<file path="src/sv/lsbx_pkg.sv">
// Shared types and constants for the LSB stego payload extractor.
`default_nettype none

package lsbx_pkg;

  // Configuration register indexes
  localparam int unsigned CFG_IDX_W = 2;
  typedef enum logic [CFG_IDX_W-1:0] {
    CFG_HEADER_BYTES = 2'd0,
    CFG_MAGIC_FIRST  = 2'd1,
    CFG_MAGIC_SECOND = 2'd2
  } cfg_idx_t;

  // Reset values of the configuration registers
  localparam logic [7:0] HEADER_BYTES_RST = 8'd54;
  localparam logic [7:0] MAGIC_FIRST_RST  = 8'd35;
  localparam logic [7:0] MAGIC_SECOND_RST = 8'd42;

  // Field widths of the hidden stream
  localparam int unsigned LEN_BITS  = 32;
  localparam int unsigned CHAR_BITS = 8;

  // Parser phases
  typedef enum logic [2:0] {
    PH_HEADER  = 3'd0,
    PH_MAGIC   = 3'd1,
    PH_EXT_LEN = 3'd2,
    PH_EXT_CHR = 3'd3,
    PH_PAY_LEN = 3'd4,
    PH_PAY_CHR = 3'd5,
    PH_DONE    = 3'd6
  } phase_t;

  // Result kinds
  typedef enum logic [2:0] {
    KIND_EXT_LEN   = 3'd0,
    KIND_EXT_CHR   = 3'd1,
    KIND_PAY_LEN   = 3'd2,
    KIND_PAY_CHR   = 3'd3,
    KIND_BAD_MAGIC = 3'd4,
    KIND_TRUNC     = 3'd5
  } kind_t;

  // One parser step's result
  typedef struct packed {
    logic        have;
    kind_t       kind;
    logic [31:0] value;
    logic        fin;
  } result_t;

endpackage

`default_nettype wire

</file>
<file path="src/sv/lsb_stego_payload_extractor.sv">
// Top level: request pipeline, configuration registers and result register.
`default_nettype none

// Takes one image byte per clock and gives zero or one result per byte: the
// byte is held in an input register, the parser works out its next state and
// any result combinationally, and the result lands in an output register as
// the parser state advances. Throughput is one byte per cycle as long as
// out_stall is low. A stalled result holds the input side only once the
// input register is also full. Configuration writes take effect on the next
// clock and are meant to happen while idle.
module lsb_stego_payload_extractor
  import lsbx_pkg::*;
(
  input  wire logic                 clk,
  input  wire logic                 rst_n,
  // configuration
  input  wire logic                 cfg_we,
  input  wire logic [CFG_IDX_W-1:0] cfg_index,
  input  wire logic [7:0]           cfg_wdata,
  // image byte requests
  input  wire logic                 in_valid,
  output logic                      in_stall,
  input  wire logic [7:0]           in_image_byte,
  input  wire logic                 in_start_of_image,
  input  wire logic                 in_end_of_image,
  // result requests
  output logic                      out_valid,
  input  wire logic                 out_stall,
  output logic [2:0]                out_result_kind,
  output logic [31:0]               out_result_value,
  output logic                      out_final_result
);

  logic [7:0]  header_bytes_r;
  logic [7:0]  magic_first_r;
  logic [7:0]  magic_second_r;

  logic        s1_valid_r;
  logic        s1_bit_r;
  logic        s1_sof_r;
  logic        s1_eoi_r;

  logic        out_valid_r;
  kind_t       out_kind_r;
  logic [31:0] out_value_r;
  logic        out_fin_r;

  logic        out_ready;
  logic        in_take;
  logic        fire;
  result_t     res;

  // Configuration registers
  always_ff @(posedge clk) begin
    if (!rst_n) begin
      header_bytes_r <= HEADER_BYTES_RST;
      magic_first_r  <= MAGIC_FIRST_RST;
      magic_second_r <= MAGIC_SECOND_RST;
    end else if (cfg_we) begin
      unique case (cfg_index)
        CFG_HEADER_BYTES: header_bytes_r <= cfg_wdata;
        CFG_MAGIC_FIRST:  magic_first_r  <= cfg_wdata;
        CFG_MAGIC_SECOND: magic_second_r <= cfg_wdata;
        default: begin
        end
      endcase
    end
  end

  // Handshake
  assign out_ready = !out_valid_r || !out_stall;
  assign fire      = s1_valid_r && out_ready;
  assign in_stall  = s1_valid_r && !out_ready;
  assign in_take   = in_valid && !in_stall;

  // Input register; only the hidden bit of the byte is kept
  always_ff @(posedge clk) begin
    if (!rst_n) begin
      s1_valid_r <= 1'b0;
    end else if (in_take) begin
      s1_valid_r <= 1'b1;
    end else if (fire) begin
      s1_valid_r <= 1'b0;
    end
  end

  always_ff @(posedge clk) begin
    if (in_take) begin
      s1_bit_r <= in_image_byte[0];
      s1_sof_r <= in_start_of_image;
      s1_eoi_r <= in_end_of_image;
    end
  end

  lsbx_parser u_parser (
    .clk          (clk),
    .rst_n        (rst_n),
    .step_en      (fire),
    .hid_bit      (s1_bit_r),
    .sof          (s1_sof_r),
    .eoi          (s1_eoi_r),
    .header_bytes (header_bytes_r),
    .magic_first  (magic_first_r),
    .magic_second (magic_second_r),
    .res          (res)
  );

  // Output register
  always_ff @(posedge clk) begin
    if (!rst_n) begin
      out_valid_r <= 1'b0;
    end else if (fire && res.have) begin
      out_valid_r <= 1'b1;
    end else if (!out_stall) begin
      out_valid_r <= 1'b0;
    end
  end

  always_ff @(posedge clk) begin
    if (fire && res.have) begin
      out_kind_r  <= res.kind;
      out_value_r <= res.value;
      out_fin_r   <= res.fin;
    end
  end

  assign out_valid        = out_valid_r;
  assign out_result_kind  = out_kind_r;
  assign out_result_value = out_value_r;
  assign out_final_result = out_fin_r;

endmodule

`default_nettype wire

</file>
<file path="src/sv/lsbx_parser.sv">
// Parser state and step logic for the hidden bit stream.
`default_nettype none

module lsbx_parser
  import lsbx_pkg::*;
(
  input  wire logic       clk,
  input  wire logic       rst_n,
  input  wire logic       step_en,
  input  wire logic       hid_bit,
  input  wire logic       sof,
  input  wire logic       eoi,
  input  wire logic [7:0] header_bytes,
  input  wire logic [7:0] magic_first,
  input  wire logic [7:0] magic_second,
  output result_t         res
);

  phase_t      phase_r, phase_nxt;
  logic [7:0]  hdr_cnt_r, hdr_cnt_nxt;
  logic [4:0]  bit_cnt_r, bit_cnt_nxt;
  logic [31:0] shift_r, shift_nxt;
  logic [30:0] items_r, items_nxt;

  // Working copies after an optional restart
  phase_t      ph_w;
  logic [7:0]  hc_w;
  logic [4:0]  bc_w;
  logic [31:0] sh_w;
  logic [31:0] sh_g;
  logic [30:0] it_w;
  logic [30:0] it_dec;
  logic        magic_ok;

  // State registers
  always_ff @(posedge clk) begin
    if (!rst_n) begin
      phase_r   <= PH_HEADER;
      hdr_cnt_r <= '0;
      bit_cnt_r <= '0;
      shift_r   <= '0;
      items_r   <= '0;
    end else if (step_en) begin
      phase_r   <= phase_nxt;
      hdr_cnt_r <= hdr_cnt_nxt;
      bit_cnt_r <= bit_cnt_nxt;
      shift_r   <= shift_nxt;
      items_r   <= items_nxt;
    end
  end

  // Next state and result for one image byte
  always_comb begin
    ph_w = sof ? PH_HEADER : phase_r;
    hc_w = sof ? 8'd0 : hdr_cnt_r;
    bc_w = sof ? 5'd0 : bit_cnt_r;
    sh_w = sof ? 32'd0 : shift_r;
    it_w = sof ? 31'd0 : items_r;

    phase_nxt   = ph_w;
    hdr_cnt_nxt = hc_w;
    bit_cnt_nxt = bc_w;
    shift_nxt   = sh_w;
    items_nxt   = it_w;
    res         = '{have: 1'b0, kind: KIND_EXT_LEN, value: 32'd0, fin: 1'b0};

    // header skip; the first hidden bit is gathered on the same byte
    if (ph_w == PH_HEADER) begin
      if (hc_w < header_bytes) begin
        hdr_cnt_nxt = hc_w + 8'd1;
      end else begin
        ph_w      = PH_MAGIC;
        phase_nxt = PH_MAGIC;
      end
    end

    sh_g     = sh_w | (32'(hid_bit) << bc_w);
    magic_ok = (sh_g[7:0] == magic_first) && (sh_g[15:8] == magic_second);
    it_dec   = (it_w != 31'd0) ? (it_w - 31'd1) : 31'd0;

    unique case (ph_w)
      PH_MAGIC: begin
        if (bc_w == 5'd15) begin
          bit_cnt_nxt = '0;
          shift_nxt   = '0;
          if (magic_ok) begin
            phase_nxt = PH_EXT_LEN;
          end else begin
            res       = '{have: 1'b1, kind: KIND_BAD_MAGIC, value: 32'd0, fin: 1'b1};
            phase_nxt = PH_DONE;
          end
        end else begin
          bit_cnt_nxt = bc_w + 5'd1;
          shift_nxt   = sh_g;
        end
      end
      PH_EXT_LEN, PH_PAY_LEN: begin
        if (bc_w == 5'(LEN_BITS - 1)) begin
          // a length with the sign bit set counts no items
          items_nxt   = sh_g[31] ? 31'd0 : sh_g[30:0];
          bit_cnt_nxt = '0;
          shift_nxt   = '0;
          res.have    = 1'b1;
          res.value   = sh_g;
          if (ph_w == PH_EXT_LEN) begin
            res.kind  = KIND_EXT_LEN;
            phase_nxt = (items_nxt != 31'd0) ? PH_EXT_CHR : PH_PAY_LEN;
          end else begin
            res.kind = KIND_PAY_LEN;
            if (items_nxt != 31'd0) begin
              phase_nxt = PH_PAY_CHR;
            end else begin
              res.fin   = 1'b1;
              phase_nxt = PH_DONE;
            end
          end
        end else begin
          bit_cnt_nxt = bc_w + 5'd1;
          shift_nxt   = sh_g;
        end
      end
      PH_EXT_CHR, PH_PAY_CHR: begin
        if (bc_w == 5'(CHAR_BITS - 1)) begin
          bit_cnt_nxt = '0;
          shift_nxt   = '0;
          items_nxt   = it_dec;
          res.have    = 1'b1;
          res.value   = {24'd0, sh_g[7:0]};
          res.kind    = (ph_w == PH_EXT_CHR) ? KIND_EXT_CHR : KIND_PAY_CHR;
          if (it_dec == 31'd0) begin
            if (ph_w == PH_EXT_CHR) begin
              phase_nxt = PH_PAY_LEN;
            end else begin
              res.fin   = 1'b1;
              phase_nxt = PH_DONE;
            end
          end
        end else begin
          bit_cnt_nxt = bc_w + 5'd1;
          shift_nxt   = sh_g;
        end
      end
      default: begin
        // header or done: nothing gathered
      end
    endcase

    // early end of image overrides whatever this byte produced, unless the byte already ended the decode
    if (eoi && (phase_nxt != PH_DONE)) begin
      res         = '{have: 1'b1, kind: KIND_TRUNC, value: 32'd0, fin: 1'b1};
      phase_nxt   = PH_DONE;
      bit_cnt_nxt = '0;
      shift_nxt   = '0;
    end
  end

endmodule

`default_nettype wire

</file>
<file path="config.mk">
export PLATFORM = sky130hd
export DESIGN_NAME = lsb_stego_payload_extractor
export DESIGN_NICKNAME = d
export VERILOG_FILES = /design/src/sv/lsbx_pkg.sv /design/src/sv/lsb_stego_payload_extractor.sv /design/src/sv/lsbx_parser.sv
export SDC_FILE = /design/constraint.sdc
export NUM_CORES = 1
export LEC_CHECK = 0
export BUFFER_PORTS_ARGS = -buffer_cell sky130_fd_sc_hd__buf_2
export CORE_MARGIN = 2
export CORE_UTILIZATION = 39
export DETAILED_ROUTE_END_ITERATION = 10
export HOLD_SLACK_MARGIN = 0.15
export MAX_ROUTING_LAYER = met4
export PLACE_DENSITY = 0.63
export SLEW_MARGIN = 40
export SYNTH_ARGS = -nofsm -noshare
export SYNTH_HDL_FRONTEND = slang
export SYNTH_HIERARCHICAL = 1
export SYNTH_SLANG_ARGS = --single-unit
</file>
<file path="constraint.sdc">
create_clock -name clk -period 7 [get_ports clk]
set_input_delay 1.05 -clock clk [delete_from_list [all_inputs] [get_ports clk]]
set_output_delay 1.05 -clock clk [all_outputs]
set_load 0.1 [all_outputs]
</file>
-- Word level (Yosys, flattened, before mapping)
Cells that the tools add are included.
- bits in registers: 144
- input port bits: 25
- output and inout port bits: 38
- logic and storage cells: 109
- add/subtract/negate cells: 3
- magnitude comparators: 1
- eq/ne operators: 14
- shift operators: 1
- muxes and demuxes: 51
- bitwise gates (word level): 1
- reductions and logical operators: 22
- operators by type and width (operator ; number):
    two-way mux 37 bit ; 5
    two-way mux 32 bit ; 5
    two-way mux 31 bit ; 5
    case mux 37 bit (3 select lines) ; 1
    case mux 32 bit (3 select lines) ; 1
    case mux 31 bit (2 select lines) ; 1
    nonzero test 31 bit ; 2
    two-way mux 3 bit ; 11
    OR 32 bit ; 1
    << shifter 1 x 5 -> 32 bit ; 1
    logical NOT 31 bit ; 1
    subtractor 31 x 1 -> 31 bit, second input constant ; 1
    two-way mux 5 bit ; 5
    two-way mux 8 bit ; 3
    == test 8 bit ; 2
    case mux 5 bit (3 select lines) ; 1
    case mux 3 bit (3 select lines) ; 1
    adder 8 x 1 -> 8 bit, second input constant ; 1
    less-than comparator 8 bit ; 1
    two-way mux 1 bit ; 8
    two-way mux 2 bit ; 4
    == test 3 x 2 -> 1 bit, second input constant ; 2
    == test 3 bit, second input constant ; 2
    logical AND 1 bit ; 6
    other kinds (16) ; 22

-- Depth between registers and ports, before layout
Gate-level depths: netlist of run 1.
- depth after elaboration: 14
- depth in mapped cells: 28
- depth with buffers taken out: 19

-- By module
Netlist of run 1, hierarchy kept.
- by module, submodules not included (module ; times used ; cells an instance ; area an instance (µm²) ; sequential area each (µm²)):
    lsbx_parser ; 1 ; 849 ; 6274.8 ; 1581.5
    lsb_stego_payload_extractor ; 1 ; 142 ; 2209.6 ; 1691.6

-- Worst setup path after synthesis of run 1
No wires, ideal clock.
- path kind: reg-to-reg
- from: register s1_sof_r
- to: register out_fin_r (netlist: out_final_result), enable pin
- setup time: 0.441 ns
- arrival: 6.720 ns
- data required time: 6.559 ns
- setup slack: -0.161 ns
- stages on the path, launching flop included: 25
- buffers on the path: 9
- clock period less this slack: 7.161 ns
- path through: edfxtp_1 buf_2 buf_1 clkbuf_1 buf_2 buf_1 clkbuf_1 clkbuf_1 clkbuf_1 buf_1 nor2b_1 ha_1 o21ai_0 a31oi_1 o21ai_0 a21oi_1 nand3b_1 nor2_1 a22oi_1 o211a_1 o21a_4 o21ai_1 nand2b_1 nand2_1 a21oi_1
- RTL lines (element ; RTL line ; RTL):
    start, declared ; lsb_stego_payload_extractor.sv:40 ; logic s1_sof_r;
    start signal, assigned ; lsb_stego_payload_extractor.sv:90 ; s1_sof_r <= in_start_of_image;
    end signal, assigned ; lsb_stego_payload_extractor.sv:123 ; out_fin_r <= res.fin;
    end, declared ; lsb_stego_payload_extractor.sv:46 ; logic out_fin_r;

==> results of run 1 <==
[stage by stage]
stage	cells	utilization	instance area, um2	setup slack, ns	power [mW]
6_report	1296	0.449	9510	1.64	2.01
5_1_grt	1296	0.449	9510	1.17	2.08
4_1_cts	1296	0.449	9500	1.63	2.02
3_5_place_dp	1264	0.423	8940	1.64	1.14
3_3_place_gp	1263	0.421	8900	1.48	1.14
2_1_floorplan	991	-	8490	0.643	1.08
[power breakdown]
group	switching, mW	internal (mW)	leakage [nW]
registers	0.0163	0.868	1.27
logic	0.163	0.0788	2.09
clock network	0.372	0.510	0.278
[path summary, 6_finish.rpt]
kind / slack (ns) / endpoint / depth (start not counted) / start
setup / recovery: 1.64 / out_result_value[23] / 17 / s1_sof_r
hold reg to reg: 0.45 / header_bytes_r[3] / 2 / header_bytes_r[3]
setup reg to reg: 1.64 / out_result_value[23] / 17 / s1_sof_r
hold / removal: 0.45 / header_bytes_r[3] / 2 / header_bytes_r[3]
[worst max-delay path: stages (launching register included)]
cell and delay (ns):
sky130_fd_sc_hd__edfxtp_1 0.51, sky130_fd_sc_hd__inv_1 0.15, sky130_fd_sc_hd__nand2_1 0.18, sky130_fd_sc_hd__ha_1 0.70, sky130_fd_sc_hd__nor2b_1 0.45, sky130_fd_sc_hd__and2_1 0.28, sky130_fd_sc_hd__nand4b_1 0.11, sky130_fd_sc_hd__and3_1 0.18
sky130_fd_sc_hd__nor4_1 0.31, sky130_fd_sc_hd__nand3_1 0.17, sky130_fd_sc_hd__o31ai_4 0.44, sky130_fd_sc_hd__a21oi_2 0.13, sky130_fd_sc_hd__o21a_4 0.28, sky130_fd_sc_hd__o21ai_1 0.28, sky130_fd_sc_hd__nand2b_1 0.17, sky130_fd_sc_hd__nand2_1 0.11
sky130_fd_sc_hd__a21oi_4 0.11, sky130_fd_sc_hd__buf_4 0.41
[metal layers]
metal | vias to the layer above | part of all wire
met4 | 0 | 0.037
met3 | 45 | 0.074
met2 | 343 | 0.43
met5 | - | 0
met1 | 3720 | 0.46
li1 | 3695 | -
[sequential cells by signal (all words and copies together), names as in the netlist, 3 cells and up]
signal	flops
magic_second_r	8
u_parser/items_r	31
magic_first_r	8
out_result_kind	3
header_bytes_r	8
u_parser/shift_r	32
out_result_value	32
u_parser/bit_cnt_r	5
u_parser/phase_r	3
u_parser/hdr_cnt_r	8
[synthesized netlist by cell type, types with 7 or more instances]
cell | number | area, um2
sky130_fd_sc_hd__buf_2 | 12 | 60.1
sky130_fd_sc_hd__clkbuf_1 | 47 | 176
sky130_fd_sc_hd__nor3b_1 | 7 | 52.6
sky130_fd_sc_hd__o22ai_1 | 9 | 56.3
sky130_fd_sc_hd__dfxtp_1 | 105 | 2100
sky130_fd_sc_hd__o211ai_1 | 10 | 75.1
sky130_fd_sc_hd__nor2_1 | 100 | 375
sky130_fd_sc_hd__and3_1 | 7 | 43.8
sky130_fd_sc_hd__inv_1 | 29 | 109
sky130_fd_sc_hd__mux2i_1 | 22 | 220
sky130_fd_sc_hd__o2bb2ai_1 | 23 | 201
sky130_fd_sc_hd__edfxtp_1 | 39 | 1170
sky130_fd_sc_hd__a32oi_1 | 9 | 78.8
sky130_fd_sc_hd__o21ai_0 | 53 | 265
sky130_fd_sc_hd__nand4_1 | 13 | 81.3
sky130_fd_sc_hd__xor2_1 | 14 | 123
sky130_fd_sc_hd__ha_1 | 16 | 200
sky130_fd_sc_hd__a22o_1 | 11 | 96.3
sky130_fd_sc_hd__nand3_1 | 23 | 115
sky130_fd_sc_hd__nor3_1 | 40 | 200
sky130_fd_sc_hd__xnor2_1 | 20 | 175
sky130_fd_sc_hd__a31oi_1 | 9 | 56.3
sky130_fd_sc_hd__a22oi_1 | 25 | 188
sky130_fd_sc_hd__or2_2 | 9 | 56.3
sky130_fd_sc_hd__nor4_1 | 14 | 87.6
sky130_fd_sc_hd__nand4b_1 | 7 | 61.3
sky130_fd_sc_hd__a21oi_1 | 48 | 240
sky130_fd_sc_hd__and2_1 | 10 | 62.6
sky130_fd_sc_hd__nand2b_1 | 14 | 87.6
sky130_fd_sc_hd__nor2b_1 | 37 | 231
sky130_fd_sc_hd__nand2_1 | 93 | 349
[area by class of cell]
type	instances	share of cell area
clock inverters	11	0.0107
well taps	275	0.0362
flip-flops and latches	144	0.344
inverters	30	0.0118
clock buffers	21	0.0484
multi-input cells	749	0.511
repair buffers	66	0.0376
[kinds of logic (layout without fill, tap and decap cells)]
logic type,after synthesis,after routing,synth area share
AOI/OAI and AO/OA,265,265,0.223
xor gates and xnor gates,34,34,0.0351
adders and majority gates,16,16,0.0236
buffers and inverters,98,128,0.0473
DFF,144,144,0.386
muxes,23,23,0.0273
and+or+nand+nor,411,411,0.258
==> insert_results.sql, run 1 <==
INSERT INTO impl_metrics (metric_group, metric, value, unit) VALUES
('status', 'run_status', 'complete, no violations', ''),
('cts', 'numCtsBuffers', '17', ''),
('finish', 'design.final.nets', '1049', ''),
('placed_design', 'place.gp.congestion', '0.929', ''),
('flow_run', 'max-cap-violations', '0', ''),
('finish', 'synthToLayoutAreaGrowth', '12.0', '%'),
('synth', 'synth_async_sr_flop_share', '0', ''),
('timing', 'timing.final.max_slew_violations', '0', ''),
('setup_path', 'required', '7.07', 'ns'),
('power', 'peakVddDrop', '0.000178', 'V'),
('placed_design', 'hpwl', '17900', 'um'),
('cts', 'worst_setup_hold_path_clk_slew', '0.06', 'ns'),
('route', 'wirelength', '25800', 'um'),
('route', 'route.antenna.remaining_nets', '0', ''),
('cts', 'htree_levels', '4', ''),
('timing', 'unrepaired_setup_endpoints_after_global_routing', 'false', ''),
('route', 'drt_drc_violations_left', '0', ''),
('synth', 'synth_enable_flop_cells', '39', ''),
('cts', 'clock_sink_count', '144', ''),
('cts', 'ctsLongestPathBuffers', '2', ''),
('placed_design', 'placement.io_buffers', '55', ''),
('synth', 'ys_warn_count', '6', ''),
('setup_path', 'crit_arrival', '5.43', 'ns'),
('finish', 'multiInputGateArea', '4860', 'um2'),
('synth', 'synthesized_instance_count', '991', ''),
('synth', 'postSynthAreaPerCell', '8.56', 'um2'),
('global_route', 'met2_demand_to_capacity_share_in_global_routing', '0.341', ''),
('setup_path', 'biggest_fanout_along_the_worst_timing_path', '36', ''),
('synth', 'synth.yosys.seq_area_share', '0.386', ''),
('route', 'drt_first_iter_violations', '971', ''),
('floorplanning', 'die_w', '151', 'um'),
('global_route', 'fraction_of_met1_tracks_used_by_global_routing', '0.327', ''),
('setup_path', 'crit_path_start_kind', 'flip-flop', ''),
('cts', 'postCtsSetupRepairBufs', '0', ''),
('timing', 'timing.final.setup_violations', '0', ''),
('timing', 'worst-slew-pin-transition', '0.880', 'ns'),
('floorplanning', 'placementRows', '53', ''),
('finish', 'sequential_cell_area', '3270', 'um2'),
('cts', 'cts_tree', 'done', ''),
('min_path', 'worst_hold_path_class', 'flip-flop to flip-flop', ''),
('timing', 'aggregate_negative_setup_slack', '0', 'ns'),
('finish', 'final_common_cell', 'sky130_fd_sc_hd__dfxtp_1', ''),
('global_route', 'globalRoute.busiestLayer', 'met2', ''),
('timing', 'post-route-period-util', '0.766', ''),
('route', 'route.vias.total', '7803', ''),
('global_route', 'initial_antenna_violation_count', '0', ''),
('global_route', 'grt_start_max_net_pins', '61', ''),
('timing', 'final.setup_skew', '0.0119', 'ns'),
('power', 'static-leakage-power', '3.64', 'nW'),
('global_route', 'vias_in_the_first_global_route', '7204', ''),
('finish', 'layout.filler_cells', '2049', ''),
('cts', 'clk-insertion-delay-late', '0.43', 'ns'),
('global_route', 'global_route.overflow_total', '0', ''),
('finish', 'leading_cell_types_in_the_layout_fill_and_taps_excluded', 'sky130_fd_sc_hd__dfxtp_1, sky130_fd_sc_hd__nor2_1, sky130_fd_sc_hd__nand2_1, sky130_fd_sc_hd__buf_2, sky130_fd_sc_hd__o21ai_0', ''),
('synth', 'syn-cell-area', '8480', 'um2'),
('route', 'drtPass1Iterations', '5', ''),
('timing', 'slew-limit-headroom', '0.413', ''),
('finish', 'antennaDiodeCount', '0', ''),
('setup_path', 'critPathKind', 'flip-flop to flip-flop', ''),
('global_route', 'gr-usage-met3', '0.0476', ''),
('timing', 'timing.fmax', '0.186', 'GHz'),
('synth', 'synth-main-ff-cell', 'sky130_fd_sc_hd__dfxtp_1', ''),
('synth', 'synth.net_count', '1032', ''),
('route', 'post_drt_wl_per_cell', '19.9', 'um'),
('setup_path', 'worstSetupEndpointType', 'flip-flop', ''),
('cts', 'cts_hold_repair.buffers', '0', ''),
('floorplanning', 'floorplan.die.height', '151', 'um'),
('synth', 'post_synth_num_cell_types', '85', ''),
('global_route', 'grt_pass1_wl', '40900', 'um'),
('route', 'route.detailed.vias_per_inst', '6.02', ''),
('finish', 'layout-drive-gt1-share', '0.134', ''),
('timing', 'timing.final.hold_violations', '0', ''),
('cts', 'cts.repair.resized', '0', ''),
('timing', 'period_minus_slack', '5.36', 'ns'),
('cts', 'cts_root_buffer', 'sky130_fd_sc_hd__clkbuf_16', ''),
('floorplanning', 'fp.dieArea', '23000', 'um2'),
('synth', 'synthesis_stage_register_bit_count', '144', ''),
('floorplanning', 'io-pin-count', '63', ''),
('power', 'power_per_cell_area', '211', 'nW/um2'),
('floorplanning', 'initial_core_util', '0.401', ''),
('floorplanning', 'core-area', '21200', 'um2'),
('global_route', 'grt_use_total', '0.238', ''),
('timing', 'hold-worst-slack', '0.454', 'ns');
No activity file was read; power rests on OpenSTA's default activity.
==> run 2: changes to the inputs <==
- PLACE_DENSITY: 0.63 -> 0.61
- clock period: 7 -> 5.6 ns (I/O delays scaled with it)
==> insert_results.sql, run 2 (synthesized netlist as in run 1, its figures left out) <==
INSERT INTO impl_metrics (metric_group, metric, value, unit) VALUES
('setup_path', 'worst-r2r-setup-slack', '0.89', 'ns'),
('status', 'run_status', 'complete, no violations', ''),
('finish', 'synthToLayoutAreaGrowth', '13.6', '%'),
('setup_path', 'cp_top_family', 'simple AND/OR/NAND/NOR gates', ''),
('setup_path', 'timing.critical_path.buf_inv', '3', ''),
('setup_path', 'worstSetupEndpointType', 'flip-flop', ''),
('floorplanning', 'core-area', '21200', 'um2'),
('route', 'drt_first_iter_violations', '771', ''),
('global_route', 'grt_start_max_net_pins', '89', ''),
('global_route', 'vias_in_the_first_global_route', '7291', ''),
('min_path', 'worst_hold_path_class', 'flip-flop to flip-flop', ''),
('setup_path', 'critPathCapture', 'out_result_value[28]', ''),
('route', 'route.antenna.remaining_nets', '0', ''),
('placed_design', 'place.gp.congestion', '0.896', ''),
('setup_path', 'worst_r2r_path_depth', '18', ''),
('setup_path', 'required', '5.70', 'ns'),
('power', 'peakVddDrop', '0.000185', 'V'),
('setup_path', 'critPathKind', 'flip-flop to flip-flop', ''),
('timing', 'unrepaired_setup_endpoints_after_global_routing', 'false', ''),
('finish', 'design.final.nets', '1069', ''),
('finish', 'post_layout_nonfiller_instances', '1316', ''),
('timing', 'final.setup_skew', '0.0125', 'ns'),
('setup_path', 'cpPeakStageDelay', '0.56', 'ns'),
('timing', 'period_minus_slack', '4.71', 'ns'),
('setup_path', 'levels_on_crit_path', '18', ''),
('cts', 'worst_setup_hold_path_clk_slew', '0.06', 'ns'),
('power', 'share_comb_of_total_power', '0.125', ''),
('setup_path', 'biggest_fanout_along_the_worst_timing_path', '36', ''),
('cts', 'ctsLongestPathBuffers', '2', ''),
('global_route', 'initial_antenna_violation_count', '0', ''),
('timing', 'worst-slew-pin-transition', '0.907', 'ns'),
('cts', 'cts.repair.resized', '0', ''),
('setup_path', 'rr_endpoint', 'out_result_value[28]', ''),
('route', 'post_drt_wl_per_cell', '20.0', 'um'),
('flow_run', 'max-cap-violations', '0', ''),
('timing', 'timing.final.max_slew_violations', '0', ''),
('cts', 'cts_root_buffer', 'sky130_fd_sc_hd__clkbuf_16', ''),
('setup_path', 'path_common_cell', 'sky130_fd_sc_hd__nand2_1', ''),
('timing', 'timing.final.hold_violations', '0', ''),
('cts', 'postCtsSetupRepairBufs', '0', ''),
('global_route', 'grt_use_total', '0.242', ''),
('power', 'power_report.internal_total', '1.80', 'mW'),
('finish', 'antennaDiodeCount', '0', ''),
('setup_path', 'crit_path_cell_trace', 'inv_1 > buf_4 > nand2_1 > ha_1 > nor2b_1 > and2_1 > nand4b_1 > and3_1 > nor4_1 > nand3_1 > o31ai_4 > a21oi_2 > o21a_4 > o21ai_1 > nand2b_1 > nand2_1 > a21oi_4 > buf_12', ''),
('cts', 'clock_sink_count', '144', ''),
('route', 'drtPass1Iterations', '6', ''),
('floorplanning', 'die_w', '151', 'um'),
('route', 'wirelength', '26400', 'um'),
('cts', 'cts_hold_repair.buffers', '0', ''),
('global_route', 'global_route.overflow_total', '0', ''),
('global_route', 'grt_pass1_wl', '41400', 'um'),
('floorplanning', 'io-pin-count', '63', ''),
('min_path', 'timing.hold.worst_path_depth', '1', ''),
('floorplanning', 'fp.dieArea', '23000', 'um2'),
('timing', 'slew-limit-headroom', '0.393', ''),
('finish', 'leading_cell_types_in_the_layout_fill_and_taps_excluded', 'sky130_fd_sc_hd__dfxtp_1, sky130_fd_sc_hd__nor2_1, sky130_fd_sc_hd__nand2_1, sky130_fd_sc_hd__buf_2, sky130_fd_sc_hd__o21ai_0', ''),
('timing', 'post-route-period-util', '0.841', ''),
('timing', 'timing.final.setup_violations', '0', ''),
('route', 'route.vias.total', '7913', ''),
('power', 'switchingPower', '686', 'uW'),
('placed_design', 'placement.io_buffers', '55', ''),
('route', 'route.detailed.vias_per_inst', '6.01', ''),
('timing', 'timing.fmax', '0.212', 'GHz'),
('cts', 'cts_tree', 'done', ''),
('setup_path', 'crit_arrival', '4.81', 'ns'),
('placed_design', 'placed_cells_incl_taps', '1284', ''),
('cts', 'numCtsBuffers', '17', ''),
('power', 'power.share.switching', '0.276', ''),
('setup_path', 'crit_path_start_kind', 'flip-flop', ''),
('setup_path', 'worst_r2r_startpoint', 's1_sof_r', ''),
('power', 'seq_power_share', '0.445', ''),
('power', 'static-leakage-power', '3.72', 'nW'),
('cts', 'clk-insertion-delay-late', '0.42', 'ns'),
('setup_path', 'timing.critical_path.slowest_stage_cell', 'sky130_fd_sc_hd__edfxtp_1', ''),
('floorplanning', 'placementRows', '53', ''),
('floorplanning', 'initial_core_util', '0.401', ''),
('finish', 'final_common_cell', 'sky130_fd_sc_hd__dfxtp_1', ''),
('power', 'clkPwrFrac', '0.430', ''),
('timing', 'aggregate_negative_setup_slack', '0', 'ns'),
('placed_design', 'hpwl', '18700', 'um'),
('route', 'drt_drc_violations_left', '0', ''),
('setup_path', 'critical_path.startpoint', 's1_sof_r', ''),
('power', 'power_per_cell_area', '258', 'nW/um2'),
('cts', 'htree_levels', '4', ''),
('floorplanning', 'floorplan.die.height', '151', 'um'),
('finish', 'layout-drive-gt1-share', '0.146', '');
==> run 2: cell count changes in the layout (fill, tap and decap cells not counted), moves of 2 or more <==
cell                       change
sky130_fd_sc_hd__buf_12        +2
sky130_fd_sc_hd__nand2_2       -2
sky130_fd_sc_hd__nand2_1       +2
sky130_fd_sc_hd__clkinv_2      -4
sky130_fd_sc_hd__nor3b_1       +2
sky130_fd_sc_hd__nor3b_2       -2
sky130_fd_sc_hd__inv_4         +2
sky130_fd_sc_hd__o21ai_4       -2
sky130_fd_sc_hd__buf_4        +17
==> run 2: layout make-up <==
type | count | area, um2
fillers | 2069 | 11500
multi-input cells | 749 | 4820
flip-flops and latches | 144 | 3270
repair buffers | 86 | 531
clock buffers | 23 | 478
well taps | 275 | 344
inverters | 30 | 113
clock inverters | 9 | 72.6
==> run 2: power by group through the flow <==
stage | registers (mW) | clock network, mW | logic, mW
4_1_cts | 1.11 | 1.09 | 0.309
3_3_place_gp | 1.13 | 0 | 0.305
3_5_place_dp | 1.13 | 0 | 0.307
6_report | 1.11 | 1.07 | 0.311
5_1_grt | 1.11 | 1.13 | 0.339
2_1_floorplan | 1.14 | 0 | 0.209
==> run 2: through the flow <==
stage | cell area, um2 | setup slack [ns] | power, mW | utilization | hold WS (ns)
final | 9640 | 0.889 | 2.49 | 0.455 | 0.461
after global routing | 9640 | 0.517 | 2.58 | 0.455 | 0.481
after CTS | 9640 | 0.929 | 2.50 | 0.455 | 0.463
after detailed placement | 9080 | 0.952 | 1.44 | 0.429 | 0.444
after global placement | 9080 | 0.991 | 1.43 | 0.429 | 0.442
after floorplan | 8500 | 0.109 | 1.35 | - | 0.425
==> run 2: how the worst min path moves through the flow <==
stage	from	slack [ns]	endpoint
final	u_parser/shift_r[0]	0.46	u_parser/shift_r[0]
after CTS	u_parser/shift_r[14]	0.46	u_parser/shift_r[14]
after detailed placement	u_parser/shift_r[0]	0.44	u_parser/shift_r[0]
after global placement	u_parser/shift_r[0]	0.44	u_parser/shift_r[0]
after global routing	header_bytes_r[7]	0.48	header_bytes_r[7]
after floorplan	u_parser/shift_r[0]	0.42	u_parser/shift_r[0]
==> run 2: layer usage <==
| metal | share of wire | global-route usage |
|---|---|---|
| met2 | 0.45 | 0.363 |
| met5 | 0 | - |
| met4 | 0.035 | 0.0963 |
| met3 | 0.058 | 0.0368 |
| met1 | 0.46 | 0.330 |
==> run 3: changes to the inputs <==
- ABC_AREA: not set -> 1
- PLACE_DENSITY: 0.61 -> 0.6
- clock period: 5.6 -> 4.8 ns (I/O delays scaled with it)
==> insert_results.sql, run 3 <==
INSERT INTO impl_metrics (metric_group, metric, value, unit) VALUES
('timing', 'unrepaired_setup_endpoints_after_global_routing', 'false', ''),
('setup_path', 'path_common_cell', 'sky130_fd_sc_hd__nor2_1', ''),
('setup_path', 'crit_arrival', '4.80', 'ns'),
('floorplanning', 'fp.dieArea', '25900', 'um2'),
('synth', 'ys_top_cells_by_area', 'sky130_fd_sc_hd__dfxtp_1, sky130_fd_sc_hd__nand2_1, sky130_fd_sc_hd__edfxtp_1', ''),
('timing', 'timing.final.hold_violations', '0', ''),
('setup_path', 'cpPeakStageDelay', '0.59', 'ns'),
('global_route', 'grt_use_total', '0.232', ''),
('setup_path', 'worst-r2r-setup-slack', '0.27', 'ns'),
('route', 'route.antenna.remaining_nets', '0', ''),
('timing', 'slew-limit-headroom', '0.468', ''),
('floorplanning', 'io-pin-count', '63', ''),
('setup_path', 'timing.critical_path.buf_inv', '4', ''),
('cts', 'htree_levels', '4', ''),
('setup_path', 'worstSetupEndpointType', 'flip-flop', ''),
('route', 'drt_drc_violations_left', '1', ''),
('synth', 'yosysTopAreaCell', 'sky130_fd_sc_hd__dfxtp_1', ''),
('synth', 'synthesized_instance_count', '1477', ''),
('route', 'drt_first_iter_violations', '843', ''),
('route', 'drtPass1Iterations', '9', ''),
('route', 'post_drt_wl_per_cell', '16.0', 'um'),
('placed_design', 'place.gp.congestion', '0.940', ''),
('timing', 'setup_slack', '0.272', 'ns'),
('finish', 'layout-drive-gt1-share', '0.124', ''),
('synth', 'synth_async_sr_flop_share', '0', ''),
('global_route', 'initial_antenna_violation_count', '0', ''),
('synth', 'synth.cells.most_frequent', 'sky130_fd_sc_hd__nand2_1, sky130_fd_sc_hd__nor2_1, sky130_fd_sc_hd__inv_1', ''),
('power', 'static-leakage-power', '4.88', 'nW'),
('setup_path', 'cp_top_family', 'simple AND/OR/NAND/NOR gates', ''),
('synth', 'yosysMostFrequentCell', 'sky130_fd_sc_hd__nand2_1', ''),
('synth', 'synth.yosys.seq_area_share', '0.341', ''),
('cts', 'clk-insertion-delay-late', '0.43', 'ns'),
('global_route', 'globalRoute.busiestLayer', 'met2', ''),
('setup_path', 'biggest_fanout_along_the_worst_timing_path', '42', ''),
('cts', 'cts_tree', 'done', ''),
('setup_path', 'critPathKind', 'flip-flop to flip-flop', ''),
('cts', 'ctsLongestPathBuffers', '2', ''),
('finish', 'design.final.nets', '1538', ''),
('floorplanning', 'placementRows', '57', ''),
('synth', 'postSynthAreaPerCell', '6.50', 'um2'),
('timing', 'post-route-period-util', '0.943', ''),
('timing', 'worst-slew-pin-transition', '0.798', 'ns'),
('power', 'power_per_cell_area', '326', 'nW/um2'),
('setup_path', 'required', '5.07', 'ns'),
('cts', 'numCtsBuffers', '17', ''),
('route', 'route.detailed.vias_per_inst', '5.38', ''),
('cts', 'cts_root_buffer', 'sky130_fd_sc_hd__clkbuf_16', ''),
('power', 'peakVddDrop', '0.000240', 'V'),
('cts', 'clock_sink_count', '144', ''),
('synth', 'synth_enable_flop_cells', '39', ''),
('global_route', 'grt_pass1_wl', '46800', 'um'),
('placed_design', 'hpwl', '21100', 'um'),
('placed_design', 'placement.io_buffers', '55', ''),
('synth', 'ys_warn_count', '6', ''),
('finish', 'antennaDiodeCount', '0', ''),
('global_route', 'fraction_of_met1_tracks_used_by_global_routing', '0.320', ''),
('floorplanning', 'core-area', '24200', 'um2'),
('timing', 'period_minus_slack', '4.53', 'ns'),
('timing', 'timing.fmax', '0.221', 'GHz'),
('floorplanning', 'floorplan.die.height', '161', 'um'),
('global_route', 'grt_start_max_net_pins', '75', ''),
('route', 'wirelength', '29300', 'um'),
('finish', 'final_common_cell', 'sky130_fd_sc_hd__nand2_1', ''),
('status', 'run_status', 'complete, but fails checks', ''),
('setup_path', 'crit_path_start_kind', 'flip-flop', ''),
('synth', 'post_synth_num_cell_types', '46', ''),
('finish', 'leading_cell_types_in_the_layout_fill_and_taps_excluded', 'sky130_fd_sc_hd__nand2_1, sky130_fd_sc_hd__nor2_1, sky130_fd_sc_hd__inv_1, sky130_fd_sc_hd__nand3_1, sky130_fd_sc_hd__dfxtp_1', ''),
('global_route', 'vias_in_the_first_global_route', '8763', ''),
('timing', 'timing.final.setup_violations', '0', ''),
('timing', 'aggregate_negative_setup_slack', '0', 'ns'),
('synth', 'synthesis_stage_register_bit_count', '144', ''),
('setup_path', 'crit_path_cell_trace', 'inv_1 > nor2_1 > buf_4 > nand2_1 > o31ai_1 > nand2_1 > nand4_1 > nor2_1 > nand2_1 > nor2_2 > inv_1 > ha_1 > o22ai_1 > nor2_1 > nand3_1 > nand3_2 > o21bai_4 > buf_6 > nand2_4 > nor2_1', ''),
('floorplanning', 'initial_core_util', '0.396', ''),
('floorplanning', 'die_w', '161', 'um'),
('route', 'route.vias.total', '9869', ''),
('synth', 'syn-cell-area', '9600', 'um2'),
('cts', 'cts_hold_repair.buffers', '0', ''),
('cts', 'worst_setup_hold_path_clk_slew', '0.07', 'ns'),
('timing', 'final.setup_skew', '0.0162', 'ns'),
('global_route', 'global_route.overflow_total', '0', ''),
('timing', 'timing.final.max_slew_violations', '0', ''),
('status', 'failed_checks', 'design-rule violations', ''),
('synth', 'synth-main-ff-cell', 'sky130_fd_sc_hd__dfxtp_1', ''),
('synth', 'synth.net_count', '1518', ''),
('global_route', 'met2_demand_to_capacity_share_in_global_routing', '0.354', ''),
('global_route', 'gr-usage-met3', '0.0364', ''),
('synth', 'synth_top_cell_area_share', '0.219', ''),
('flow_run', 'max-cap-violations', '0', ''),
('placed_design', 'pre_cts_slack', '0.0839', 'ns'),
('finish', 'synthToLayoutAreaGrowth', '11.3', '%'),
('min_path', 'worst_hold_path_class', 'flip-flop to flip-flop', ''),
('setup_path', 'timing.critical_path.slowest_stage_cell', 'sky130_fd_sc_hd__o31ai_1', '');
run 3: power breakdown:
| group | total [mW] | switching [mW] | internal, mW |
|---|---|---|---|
| Sequential | 1.35 | 0.0431 | 1.31 |
| Clock | 1.35 | 0.599 | 0.749 |
| Combinational | 0.781 | 0.571 | 0.210 |
run 3: path summary, 6_finish.rpt:
check | start | to | cells after the start
hold reg to reg | header_bytes_r[1] | header_bytes_r[1] | 2
hold / removal | header_bytes_r[1] | header_bytes_r[1] | 2
setup reg to reg | u_parser/bit_cnt_r[4] | out_result_value[10] | 20
setup / recovery | u_parser/bit_cnt_r[4] | out_result_value[10] | 20
run 3: layout make-up:
class,instances,area (um2)
fill,2566,13600
multi-input combinational,1101,5350
sequential,144,3270
inverter,154,583
timing repair buffer,78,479
clock buffer,18,439
tap,324,405
clock inverter,14,145
timing repair inverter,1,7.51
run 3: cell families (layout without fill, tap and decap cells):
family / after synthesis / in the layout / synth area share
AOI/OAI and AO/OA: 274 / 274 / 0.173
xor gates and xnor gates: 8 / 8 / 0.00730
adders and majority gates: 16 / 16 / 0.0209
buffers and inverters: 232 / 265 / 0.103
DFF: 144 / 144 / 0.341
and+or+nand+nor: 803 / 803 / 0.355
run 3: worst reg2reg max path: stages (launching register included):
cell and delay [ns]:
sky130_fd_sc_hd__dfxtp_1 0.45, sky130_fd_sc_hd__inv_1 0.16, sky130_fd_sc_hd__nor2_1 0.38, sky130_fd_sc_hd__buf_4 0.23, sky130_fd_sc_hd__nand2_1 0.11, sky130_fd_sc_hd__o31ai_1 0.59, sky130_fd_sc_hd__nand2_1 0.23, sky130_fd_sc_hd__nand4_1 0.17
sky130_fd_sc_hd__nor2_1 0.06, sky130_fd_sc_hd__nand2_1 0.12, sky130_fd_sc_hd__nor2_2 0.08, sky130_fd_sc_hd__inv_1 0.05, sky130_fd_sc_hd__ha_1 0.22, sky130_fd_sc_hd__o22ai_1 0.18, sky130_fd_sc_hd__nor2_1 0.07, sky130_fd_sc_hd__nand3_1 0.14
sky130_fd_sc_hd__nand3_2 0.10, sky130_fd_sc_hd__o21bai_4 0.14, sky130_fd_sc_hd__buf_6 0.35, sky130_fd_sc_hd__nand2_4 0.33, sky130_fd_sc_hd__nor2_1 0.23
run 3: per-stage QoR:
step,cells,utilization,total power [mW],cell area [um2],hold slack [ns]
final,1834,0.441,3.48,10700,0.462
after global routing,1834,0.441,3.64,10700,0.462
after CTS,1831,0.439,3.49,10600,0.458
after detailed placement,1799,0.415,2.14,10100,0.451
after global placement,1799,0.415,2.14,10100,0.447
after floorplan,1477,-,1.96,9600,0.429
run 3: what timing repair did:
| item | in CTS | in global routing |
|---|---|---|
| hold endpoints to repair | 0 | 0 |
| resized for setup | 0 | 3 |
| setup buffers | 0 | 2 |
| setup endpoints to repair | 0 | 110 |
run 3: metal layers:
metal | vias up | share of wire
li1 | 4940 | -
met1 | 4548 | 0.47
met2 | 328 | 0.45
met3 | 53 | 0.059
met4 | 0 | 0.026
met5 | - | 0
